## config.mk

```make
export PLATFORM = sky130hd
export DESIGN_NAME = igdt_ctrl
export DESIGN_NICKNAME = d
export VERILOG_FILES = /design/src/rtl/igdt_pkg.sv /design/src/rtl/igdt_ctrl.sv
export SDC_FILE = /design/constraint.sdc
export NUM_CORES = 1
export LEC_CHECK = 0
export BUFFER_PORTS_ARGS = -buffer_cell sky130_fd_sc_hd__buf_2
export CAP_MARGIN = 20
export CORE_UTILIZATION = 35
export DETAILED_ROUTE_END_ITERATION = 12
export GPL_TIMING_DRIVEN = 0
export PLACE_DENSITY = 0.56
export SETUP_SLACK_MARGIN = 0.1
export SYNTH_ARGS = -nofsm -noshare
export SYNTH_HDL_FRONTEND = slang
export SYNTH_SLANG_ARGS = --single-unit
```

## constraint.sdc

```tcl
create_clock -name clk -period 2.1 [get_ports clk]
set_input_delay 0.42 -clock clk [delete_from_list [all_inputs] [get_ports clk]]
set_output_delay 0.42 -clock clk [all_outputs]
set_load 0.1 [all_outputs]
```

## src/rtl/igdt_pkg.sv

```systemverilog
`timescale 1ns / 1ps
`default_nettype none
package igdt_pkg;

	localparam int NODE_W  = 7;
	localparam int FIELD_W = 6;

	localparam logic [1:0] ACT_CLEAR  = 2'd0;
	localparam logic [1:0] ACT_INSERT = 2'd1;
	localparam logic [1:0] ACT_QUERY  = 2'd2;

	localparam logic [6:0] DIST_CAP = 7'd127;
	localparam logic [8:0] PATH_NONE = 9'h1FF;

	typedef struct packed {
		logic [1:0]         action;
		logic [FIELD_W-1:0] node_a;
		logic [FIELD_W-1:0] node_b;
	} item_t;

	typedef struct packed {
		logic [FIELD_W-1:0] undirected_distance;
		logic [FIELD_W-1:0] directed_distance;
		logic               status;
	} result_t;

	typedef enum logic [2:0] {
		ST_CLEAR,
		ST_IDLE,
		ST_LOAD,
		ST_ROW,
		ST_PAIR,
		ST_DRAIN,
		ST_QWAIT
	} state_t;

	typedef enum logic [2:0] {
		OP_NONE,
		OP_CLEAR,
		OP_LOAD_COL,
		OP_LOAD_ROW,
		OP_ROW,
		OP_PAIR,
		OP_QUERY
	} op_t;

	typedef struct packed {
		op_t               op;
		logic              capture;
		logic [NODE_W-1:0] i;
		logic [NODE_W-1:0] j;
	} cmd_t;

	typedef struct packed {
		logic [NODE_W-1:0] n;
		logic              in_range;
		logic              self_loop;
		logic              clr_last;
		logic              res_busy;
	} stat_t;

	// effective distance: unreach set for a stored zero off the diagonal
	typedef struct packed {
		logic       unreach;
		logic [6:0] hops;
	} eff_t;

	typedef struct packed {
		eff_t dcol;
		eff_t drow;
		eff_t ucol;
		eff_t urow;
	} scratch_t;

endpackage
`default_nettype wire

```

## src/rtl/igdt_ctrl.sv

```systemverilog
`timescale 1ns / 1ps
`default_nettype none
module igdt_ctrl (
	input  wire logic           clk,
	input  wire logic           arst_n,
	input  wire logic           item_valid,
	input  wire logic [1:0]     action,
	input  wire logic           cfg_wr,
	input  wire igdt_pkg::stat_t status,
	output logic                item_stall,
	output igdt_pkg::cmd_t      cmd
);
	import igdt_pkg::*;

	state_t            state_q, state_d;
	logic [NODE_W-1:0] i_q, i_d, j_q, j_d;
	logic              ph_q, ph_d;
	logic              ready, accept;
	logic [NODE_W-1:0] last;

	always_ff @(posedge clk or negedge arst_n) begin
		if (!arst_n) begin
			state_q <= ST_CLEAR;
			i_q     <= '0;
			j_q     <= '0;
			ph_q    <= 1'b0;
		end else begin
			state_q <= state_d;
			i_q     <= i_d;
			j_q     <= j_d;
			ph_q    <= ph_d;
		end
	end

	always_comb begin
		state_d     = state_q;
		i_d         = i_q;
		j_d         = j_q;
		ph_d        = ph_q;
		cmd.op      = OP_NONE;
		cmd.capture = 1'b0;
		cmd.i       = i_q;
		cmd.j       = j_q;
		last        = status.n - NODE_W'(1);
		ready       = (state_q == ST_IDLE) && !status.res_busy;
		accept      = item_valid && ready;
		item_stall  = !ready;
		unique case (state_q)
			ST_CLEAR: begin
				cmd.op = OP_CLEAR;
				if (status.clr_last) begin
					state_d = ST_IDLE;
				end
			end
			ST_IDLE: begin
				if (accept) begin
					cmd.capture = 1'b1;
					unique case (action)
						ACT_CLEAR: begin
							state_d = ST_CLEAR;
						end
						ACT_INSERT: begin
							if (status.in_range && !status.self_loop) begin
								state_d = ST_LOAD;
								j_d     = '0;
								ph_d    = 1'b0;
							end
						end
						ACT_QUERY: begin
							cmd.op  = OP_QUERY;
							state_d = ST_QWAIT;
						end
						default: ;
					endcase
				end
			end
			ST_LOAD: begin
				// column read then row read for each node
				cmd.op = ph_q ? OP_LOAD_ROW : OP_LOAD_COL;
				ph_d   = !ph_q;
				if (ph_q) begin
					if (j_q == last) begin
						state_d = ST_ROW;
						i_d     = '0;
					end else begin
						j_d = j_q + NODE_W'(1);
					end
				end
			end
			ST_ROW: begin
				cmd.op  = OP_ROW;
				state_d = ST_PAIR;
				j_d     = '0;
			end
			ST_PAIR: begin
				cmd.op = OP_PAIR;
				if (j_q == last) begin
					if (i_q == last) begin
						state_d = ST_DRAIN;
					end else begin
						i_d     = i_q + NODE_W'(1);
						state_d = ST_ROW;
					end
				end else begin
					j_d = j_q + NODE_W'(1);
				end
			end
			ST_DRAIN: begin
				state_d = ST_IDLE;
			end
			ST_QWAIT: begin
				state_d = ST_IDLE;
			end
			default: begin
				state_d = ST_CLEAR;
			end
		endcase
		if (cfg_wr) begin
			state_d = ST_CLEAR;
		end
	end

endmodule
`default_nettype wire

```

==> Word-level counts from Yosys, hierarchy flattened <==
Cells that the tools add are included.
{ "word_totals": {"ff_bits": 18, "elab_cells": 78, "output_inout_bits": 19} }
{ "classes": {"n_reduce_logical": 17, "n_eq_ne": 24, "add_sub_neg": 3, "muxes": 30} }
{ "ops": {"columns": ["operator", "n"], "rows": [
  ["$mux 7", 9],
  ["$pmux 7 s4", 1],
  ["$mux 3", 9],
  ["$pmux 3 s6", 1],
  ["$ne 3x3->1 const B", 5],
  ["$pmux 3 s5", 1],
  ["$add 7x1->7 const B", 2],
  ["$eq 7x7->1", 2],
  ["$pmux 7 s2", 1],
  ["$ne 2x2->1 const B", 5],
  ["$reduce_and 5->1", 2],
  ["$eq 3x3->1 const B", 3],
  ["$pmux 3 s3", 1],
  ["$reduce_and 7->1", 1],
  ["$sub 7x1->7 const B", 1],
  ["$eq 3x2->1 const B", 2],
  ["$mux 1", 5],
  ["$ne 5x2->1 const B", 1],
  ["$logic_not 1->1", 4],
  ["$mux 4", 1],
  ["$ne 2x1->1 const B", 2],
  ["$ne 4x4->1 const B", 1],
  ["$reduce_and 4->1", 1],
  ["$reduce_bool 2->1", 2],
  ["9 further kinds", 11]
]} }

==> Logic depth before layout (Yosys ltp) <==
{ "logic_depth": {"depth_word": 7, "ltp_mapped": 10, "depth_no_buf": 8} }

==> Worst setup path after synthesis <==
Ideal clock, no wire load.
{ "synth_timing": {"kind": "register -> output", "from": "register state_q[0]", "to": "output cmd[14] (netlist name)", "arrival_time_ps": 3147, "path_stages_with_launch": 5, "setup_slack_ps": -1467, "cell_sequence": "dfrtp_1 > clkbuf_1 > clkbuf_1 > nand2_1 > nor3b_1"} }
{ "synth_rtl": {"columns": ["item", "line", "text"], "rows": [
  ["start, declared", "igdt_ctrl.sv:15", "state_t state_q, state_d;"],
  ["start signal, assigned", "igdt_ctrl.sv:28", "state_q <= state_d;"],
  ["end, declared", "igdt_ctrl.sv:11", "output igdt_pkg::cmd_t cmd"]
]} }

==> Worst setup path in the final report <==
{ "layout_timing": {"from": "input status[5] (netlist name)", "to": "register j_q[4]"} }
{ "layout_between": {"elab_chain_len": 5} }
{ "layout_rtl": {"columns": ["item", "line", "text"], "rows": [
  ["start, declared", "igdt_ctrl.sv:9", "input wire igdt_pkg::stat_t status,"],
  ["$sub 7x1->7 *", "igdt_ctrl.sv:44", "last = status.n - NODE_W'(1);"],
  ["$eq 7x7->1 *", "igdt_ctrl.sv:82, igdt_ctrl.sv:97", null],
  ["$mux 7 *", null, null],
  ["$mux 7", null, null],
  ["$pmux 7 s4 *", null, null],
  ["end signal, assigned", "igdt_ctrl.sv:30", "j_q <= j_d;"],
  ["end, declared", "igdt_ctrl.sv:16", "logic [NODE_W-1:0] i_q, i_d, j_q, j_d;"]
]} }
Mark *: on every way between the ends. The rest lies on a longest branch, timed or not. The select of a mux whose other input is x is not followed.
A chain may end at the register's enable or synchronous reset.

==> impl_metrics.prom <==
# TYPE chip_impl_metric gauge
chip_impl_metric{name="place_area",unit="sq um"} 2029
chip_impl_metric{name="finalWirelength",unit="mm"} 4.743
chip_impl_metric{name="synth-edff-count",unit=""} 0
chip_impl_metric{name="first_global_vias",unit=""} 1638
chip_impl_info{name="most_frequently_used_cell_type_in_the_post_synthesis_netlist",value="sky130_fd_sc_hd__dfrtp_1"} 1
chip_impl_metric{name="cts.htree.levels",unit=""} 1
chip_impl_metric{name="min_period_over_period",unit="%"} 105.3
chip_impl_metric{name="average_footprint_of_a_synthesized_cell",unit="sq um"} 8.491
chip_impl_metric{name="finalSetupViolations",unit=""} 15
chip_impl_info{name="cts-root-buf",value="sky130_fd_sc_hd__clkbuf_8"} 1
chip_impl_metric{name="fmax",unit="MHz"} 452.3
chip_impl_metric{name="cp_max_fo",unit=""} 6
chip_impl_metric{name="final_net_count",unit=""} 276
chip_impl_metric{name="gpl.final_weighted_congestion",unit=""} 0.8085
chip_impl_metric{name="worstPathRequired",unit="ns"} 2.21
chip_impl_metric{name="die_y",unit="microns"} 71.83
chip_impl_metric{name="share_of_post_route_cells_with_drive_strength_above_1",unit="%"} 42.46
chip_impl_metric{name="detail_route.first_pass.iterations",unit=""} 11
chip_impl_metric{name="worst_setup_hold_path_clk_slew",unit="ns"} 0.07
chip_impl_info{name="synth_top_cell_by_area",value="sky130_fd_sc_hd__dfrtp_1"} 1
chip_impl_metric{name="netlist-cell-type-count",unit=""} 53
chip_impl_metric{name="post-route-worst-setup-slack",unit="ns"} -0.1110
chip_impl_info{name="worst_setup_path_start_kind",value="primary input"} 1
chip_impl_metric{name="synth.yosys.warnings",unit=""} 0
chip_impl_metric{name="die_width",unit="microns"} 71.83
chip_impl_metric{name="synthDominantCellAreaShare",unit="%"} 26.39
chip_impl_metric{name="antennaDiodeCount",unit=""} 0
chip_impl_metric{name="preCtsSetupSlack",unit="ns"} -0.6288
chip_impl_metric{name="postRouteAntennaNets",unit=""} 0
chip_impl_metric{name="finalHoldViolCount",unit=""} 0
chip_impl_info{name="worst_setup_path_end_kind",value="register"} 1
chip_impl_metric{name="fin_util",unit="%"} 52.99
chip_impl_info{name="critical_path_class",value="primary input to register"} 1
chip_impl_metric{name="sw_ratio",unit="%"} 49.65
chip_impl_metric{name="die-area",unit="sq um"} 5160
chip_impl_metric{name="cap_violations",unit=""} 0
chip_impl_metric{name="drt_first_iter_violations",unit=""} 99
chip_impl_metric{name="core",unit="sq um"} 4692
chip_impl_metric{name="synth_seq_cells",unit=""} 18
chip_impl_metric{name="synth_sequential_area_ratio",unit="%"} 26.39
chip_impl_metric{name="grt_pass1_wl",unit="mm"} 7.872
chip_impl_metric{name="transition_time_at_the_pin_with_the_least_slew_margin",unit="ns"} 0.7554
chip_impl_metric{name="tritoncts_num_sinks",unit=""} 18
chip_impl_info{name="synthFlopType",value="sky130_fd_sc_hd__dfrtp_1"} 1
chip_impl_metric{name="worstSkewPairLatency",unit="ns"} 0.25
chip_impl_metric{name="finalWorstPathRequiredPeriod",unit="ns"} 2.211
chip_impl_metric{name="syn-num-nets",unit=""} 224
chip_impl_metric{name="overflow",unit=""} 0
chip_impl_metric{name="antenna_found_initial",unit=""} 0
chip_impl_metric{name="dpl.hpwl",unit="mm"} 3.203
chip_impl_metric{name="row_count",unit=""} 25
chip_impl_metric{name="max-clock-path-buffers",unit=""} 2
chip_impl_metric{name="post-route-drc-count",unit=""} 1
chip_impl_metric{name="slew-limit-headroom",unit="%"} 49.11
chip_impl_metric{name="async_flop_share",unit="%"} 100.0
chip_impl_info{name="tritoncts",value="built"} 1
chip_impl_metric{name="leakage",unit="nW"} 1.053
chip_impl_metric{name="ctsHoldBuffers",unit=""} 0
chip_impl_metric{name="peakVddDrop",unit="mV"} 0.6605
chip_impl_metric{name="top_level_ports",unit=""} 36
chip_impl_metric{name="synthCells",unit=""} 201
chip_impl_info{name="rsz0062_at_grt",value="true"} 1
chip_impl_info{name="run_status",value="complete, but fails checks"} 1
chip_impl_metric{name="port_buffers",unit=""} 33
chip_impl_metric{name="final_max_slew_viol_count",unit=""} 0
chip_impl_metric{name="internal-power",unit="W"} 0.0009217
chip_impl_metric{name="tns",unit="ns"} -0.9902
chip_impl_metric{name="power.share.sequential",unit="%"} 25.3
chip_impl_metric{name="cts-buffers-inserted",unit=""} 3
chip_impl_metric{name="p_per_area",unit="nW/um^2"} 736.3
chip_impl_metric{name="syn_to_final_growth",unit="%"} 45.67
chip_impl_metric{name="p_switching",unit="W"} 0.0009088
chip_impl_metric{name="netlist_area",unit="sq um"} 1707
chip_impl_metric{name="post-route-cell-area",unit="sq um"} 2486
chip_impl_metric{name="routed_wire_length_per_instance",unit="microns"} 15.50
chip_impl_metric{name="fin_skew",unit="ns"} 0.004832
chip_impl_metric{name="global_route.usage.total",unit="%"} 19.18
chip_impl_metric{name="route.vias.total",unit=""} 1748
chip_impl_info{name="netlist_top_cells_area",value="sky130_fd_sc_hd__dfrtp_1 (26%), sky130_fd_sc_hd__ha_1 (4.4%), sky130_fd_sc_hd__xor2_1 (3.6%), sky130_fd_sc_hd__a21oi_1 (3.5%), sky130_fd_sc_hd__o211ai_1 (3.5%)"} 1
chip_impl_metric{name="combinationalPowerShare",unit="%"} 60.8
chip_impl_metric{name="crit_arrival",unit="ns"} 2.32
chip_impl_metric{name="share_clk_of_total_power",unit="%"} 13.9
chip_impl_metric{name="grt_max_degree",unit=""} 19
chip_impl_metric{name="initial_core_util",unit="%"} 36.37
chip_impl_info{name="violations",value="DRC, setup timing"} 1
chip_impl_metric{name="vias_per_cell",unit=""} 5.712
chip_impl_info{name="worst_hold_path_type",value="primary input to asynchronous set/reset pin"} 1
chip_impl_info{name="synthTopCellsByCount",value="sky130_fd_sc_hd__dfrtp_1 (18), sky130_fd_sc_hd__inv_1 (14), sky130_fd_sc_hd__a21oi_1 (12)"} 1
power by group through the flow:
stage	registers, W	clock network [W]	logic (W)
6_report	0.000463	0.000255	0.00111
5_1_grt	0.000468	0.000277	0.00118
4_1_cts	0.000461	0.000265	0.00103
3_5_place_dp	0.000466	0	0.000910
3_3_place_gp	0.000466	0	0.000909
2_1_floorplan	0.000678	0	0.000539
stage by stage:
| step | total power [W] | cells | hold slack, ns |
|---|---|---|---|
| 6_report | 0.001830 | 306 | 0.1135 |
| 5_1_grt | 0.001924 | 306 | 0.1349 |
| 4_1_cts | 0.001758 | 299 | 0.1284 |
| 3_5_place_dp | 0.001375 | 288 | 0.4060 |
| 3_3_place_gp | 0.001375 | 288 | 0.4008 |
| 2_1_floorplan | 0.001217 | 201 | 0.1244 |
critical path, cell delays in order:
cell	delay (ns)
sky130_fd_sc_hd__buf_8	0.10
sky130_fd_sc_hd__or4_4	0.56
sky130_fd_sc_hd__nor2_4	0.12
sky130_fd_sc_hd__xnor3_2	0.30
sky130_fd_sc_hd__or3_4	0.42
sky130_fd_sc_hd__clkbuf_16	0.18
sky130_fd_sc_hd__a31oi_1	0.16
sky130_fd_sc_hd__a31oi_1	0.05
registers in the layout (all words and copies together), names as in the netlist:
name	count
state_q	3
ph_q	1
i_q	7
j_q	7
kinds of logic after synthesis:
group	synth area share, %
AO/OA/AOI/OAI	26.47
adder cells (fa/ha/maj)	4.399
multiplexers	1.760
AND/OR/NAND/NOR	24.56
flip-flops	26.39
XOR/XNOR	9.384
buffers and inverters	7.038
cell type report:
cell class	count	area [sq um]
plain buffers	9	106.4
clock buffers	4	45.04
fillers	453	2206
inverters	14	56.30
multi-input cells	160	1354
flip-flops and latches	18	461.7
well taps	54	67.56
repair buffers	47	395.4
worst paths after layout:
check	start	endpoint	slack [ns]	depth (start not counted)
worst max-delay path	status[5]	j_q[4]	-0.11	8
worst min-delay path	arst_n	j_q[5]	0.11	1
worst max register to register	state_q[2]	i_q[1]	-0.02	9
worst min register to register	j_q[5]	j_q[5]	0.50	1
max in group asynchronous	arst_n	i_q[4]	1.64	1
min in group clk	cfg_wr	state_q[2]	0.32	2
per-layer routing:
layer  part of all wire (%)  routed length (microns)  global-route usage [%]  up-vias
li1                       -                        -                       -      853
met1                     48                     2253                   25.80      847
met2                     48                     2299                   32.81       44
met3                    3.4                      159                   3.094        4
met4                   0.65                       31                   3.268        0
met5                      0                        0                       0        -
repair_timing:
action,in CTS,in global routing
setup buffers,7,6
cloned,1,1
pin swaps,15,12
gates resized for setup,49,19
endpoints found under the setup margin,22,21
placed cells by master, fill, tap and decap left out, types with 7 or more instances in the layout:
master                     count
sky130_fd_sc_hd__and3_1        7
sky130_fd_sc_hd__nand3_1       7
sky130_fd_sc_hd__o211ai_1      8
sky130_fd_sc_hd__buf_4        12
sky130_fd_sc_hd__a31oi_1       9
sky130_fd_sc_hd__o21ai_0       7
sky130_fd_sc_hd__inv_1        12
sky130_fd_sc_hd__dfrtp_1       9
sky130_fd_sc_hd__nor2_1       11
sky130_fd_sc_hd__xor2_1        7
sky130_fd_sc_hd__a21oi_1       7
sky130_fd_sc_hd__dfrtp_2       9
sky130_fd_sc_hd__buf_2        26
sky130_fd_sc_hd__nand2_1       9
No activity file was read; power rests on OpenSTA's default activity.
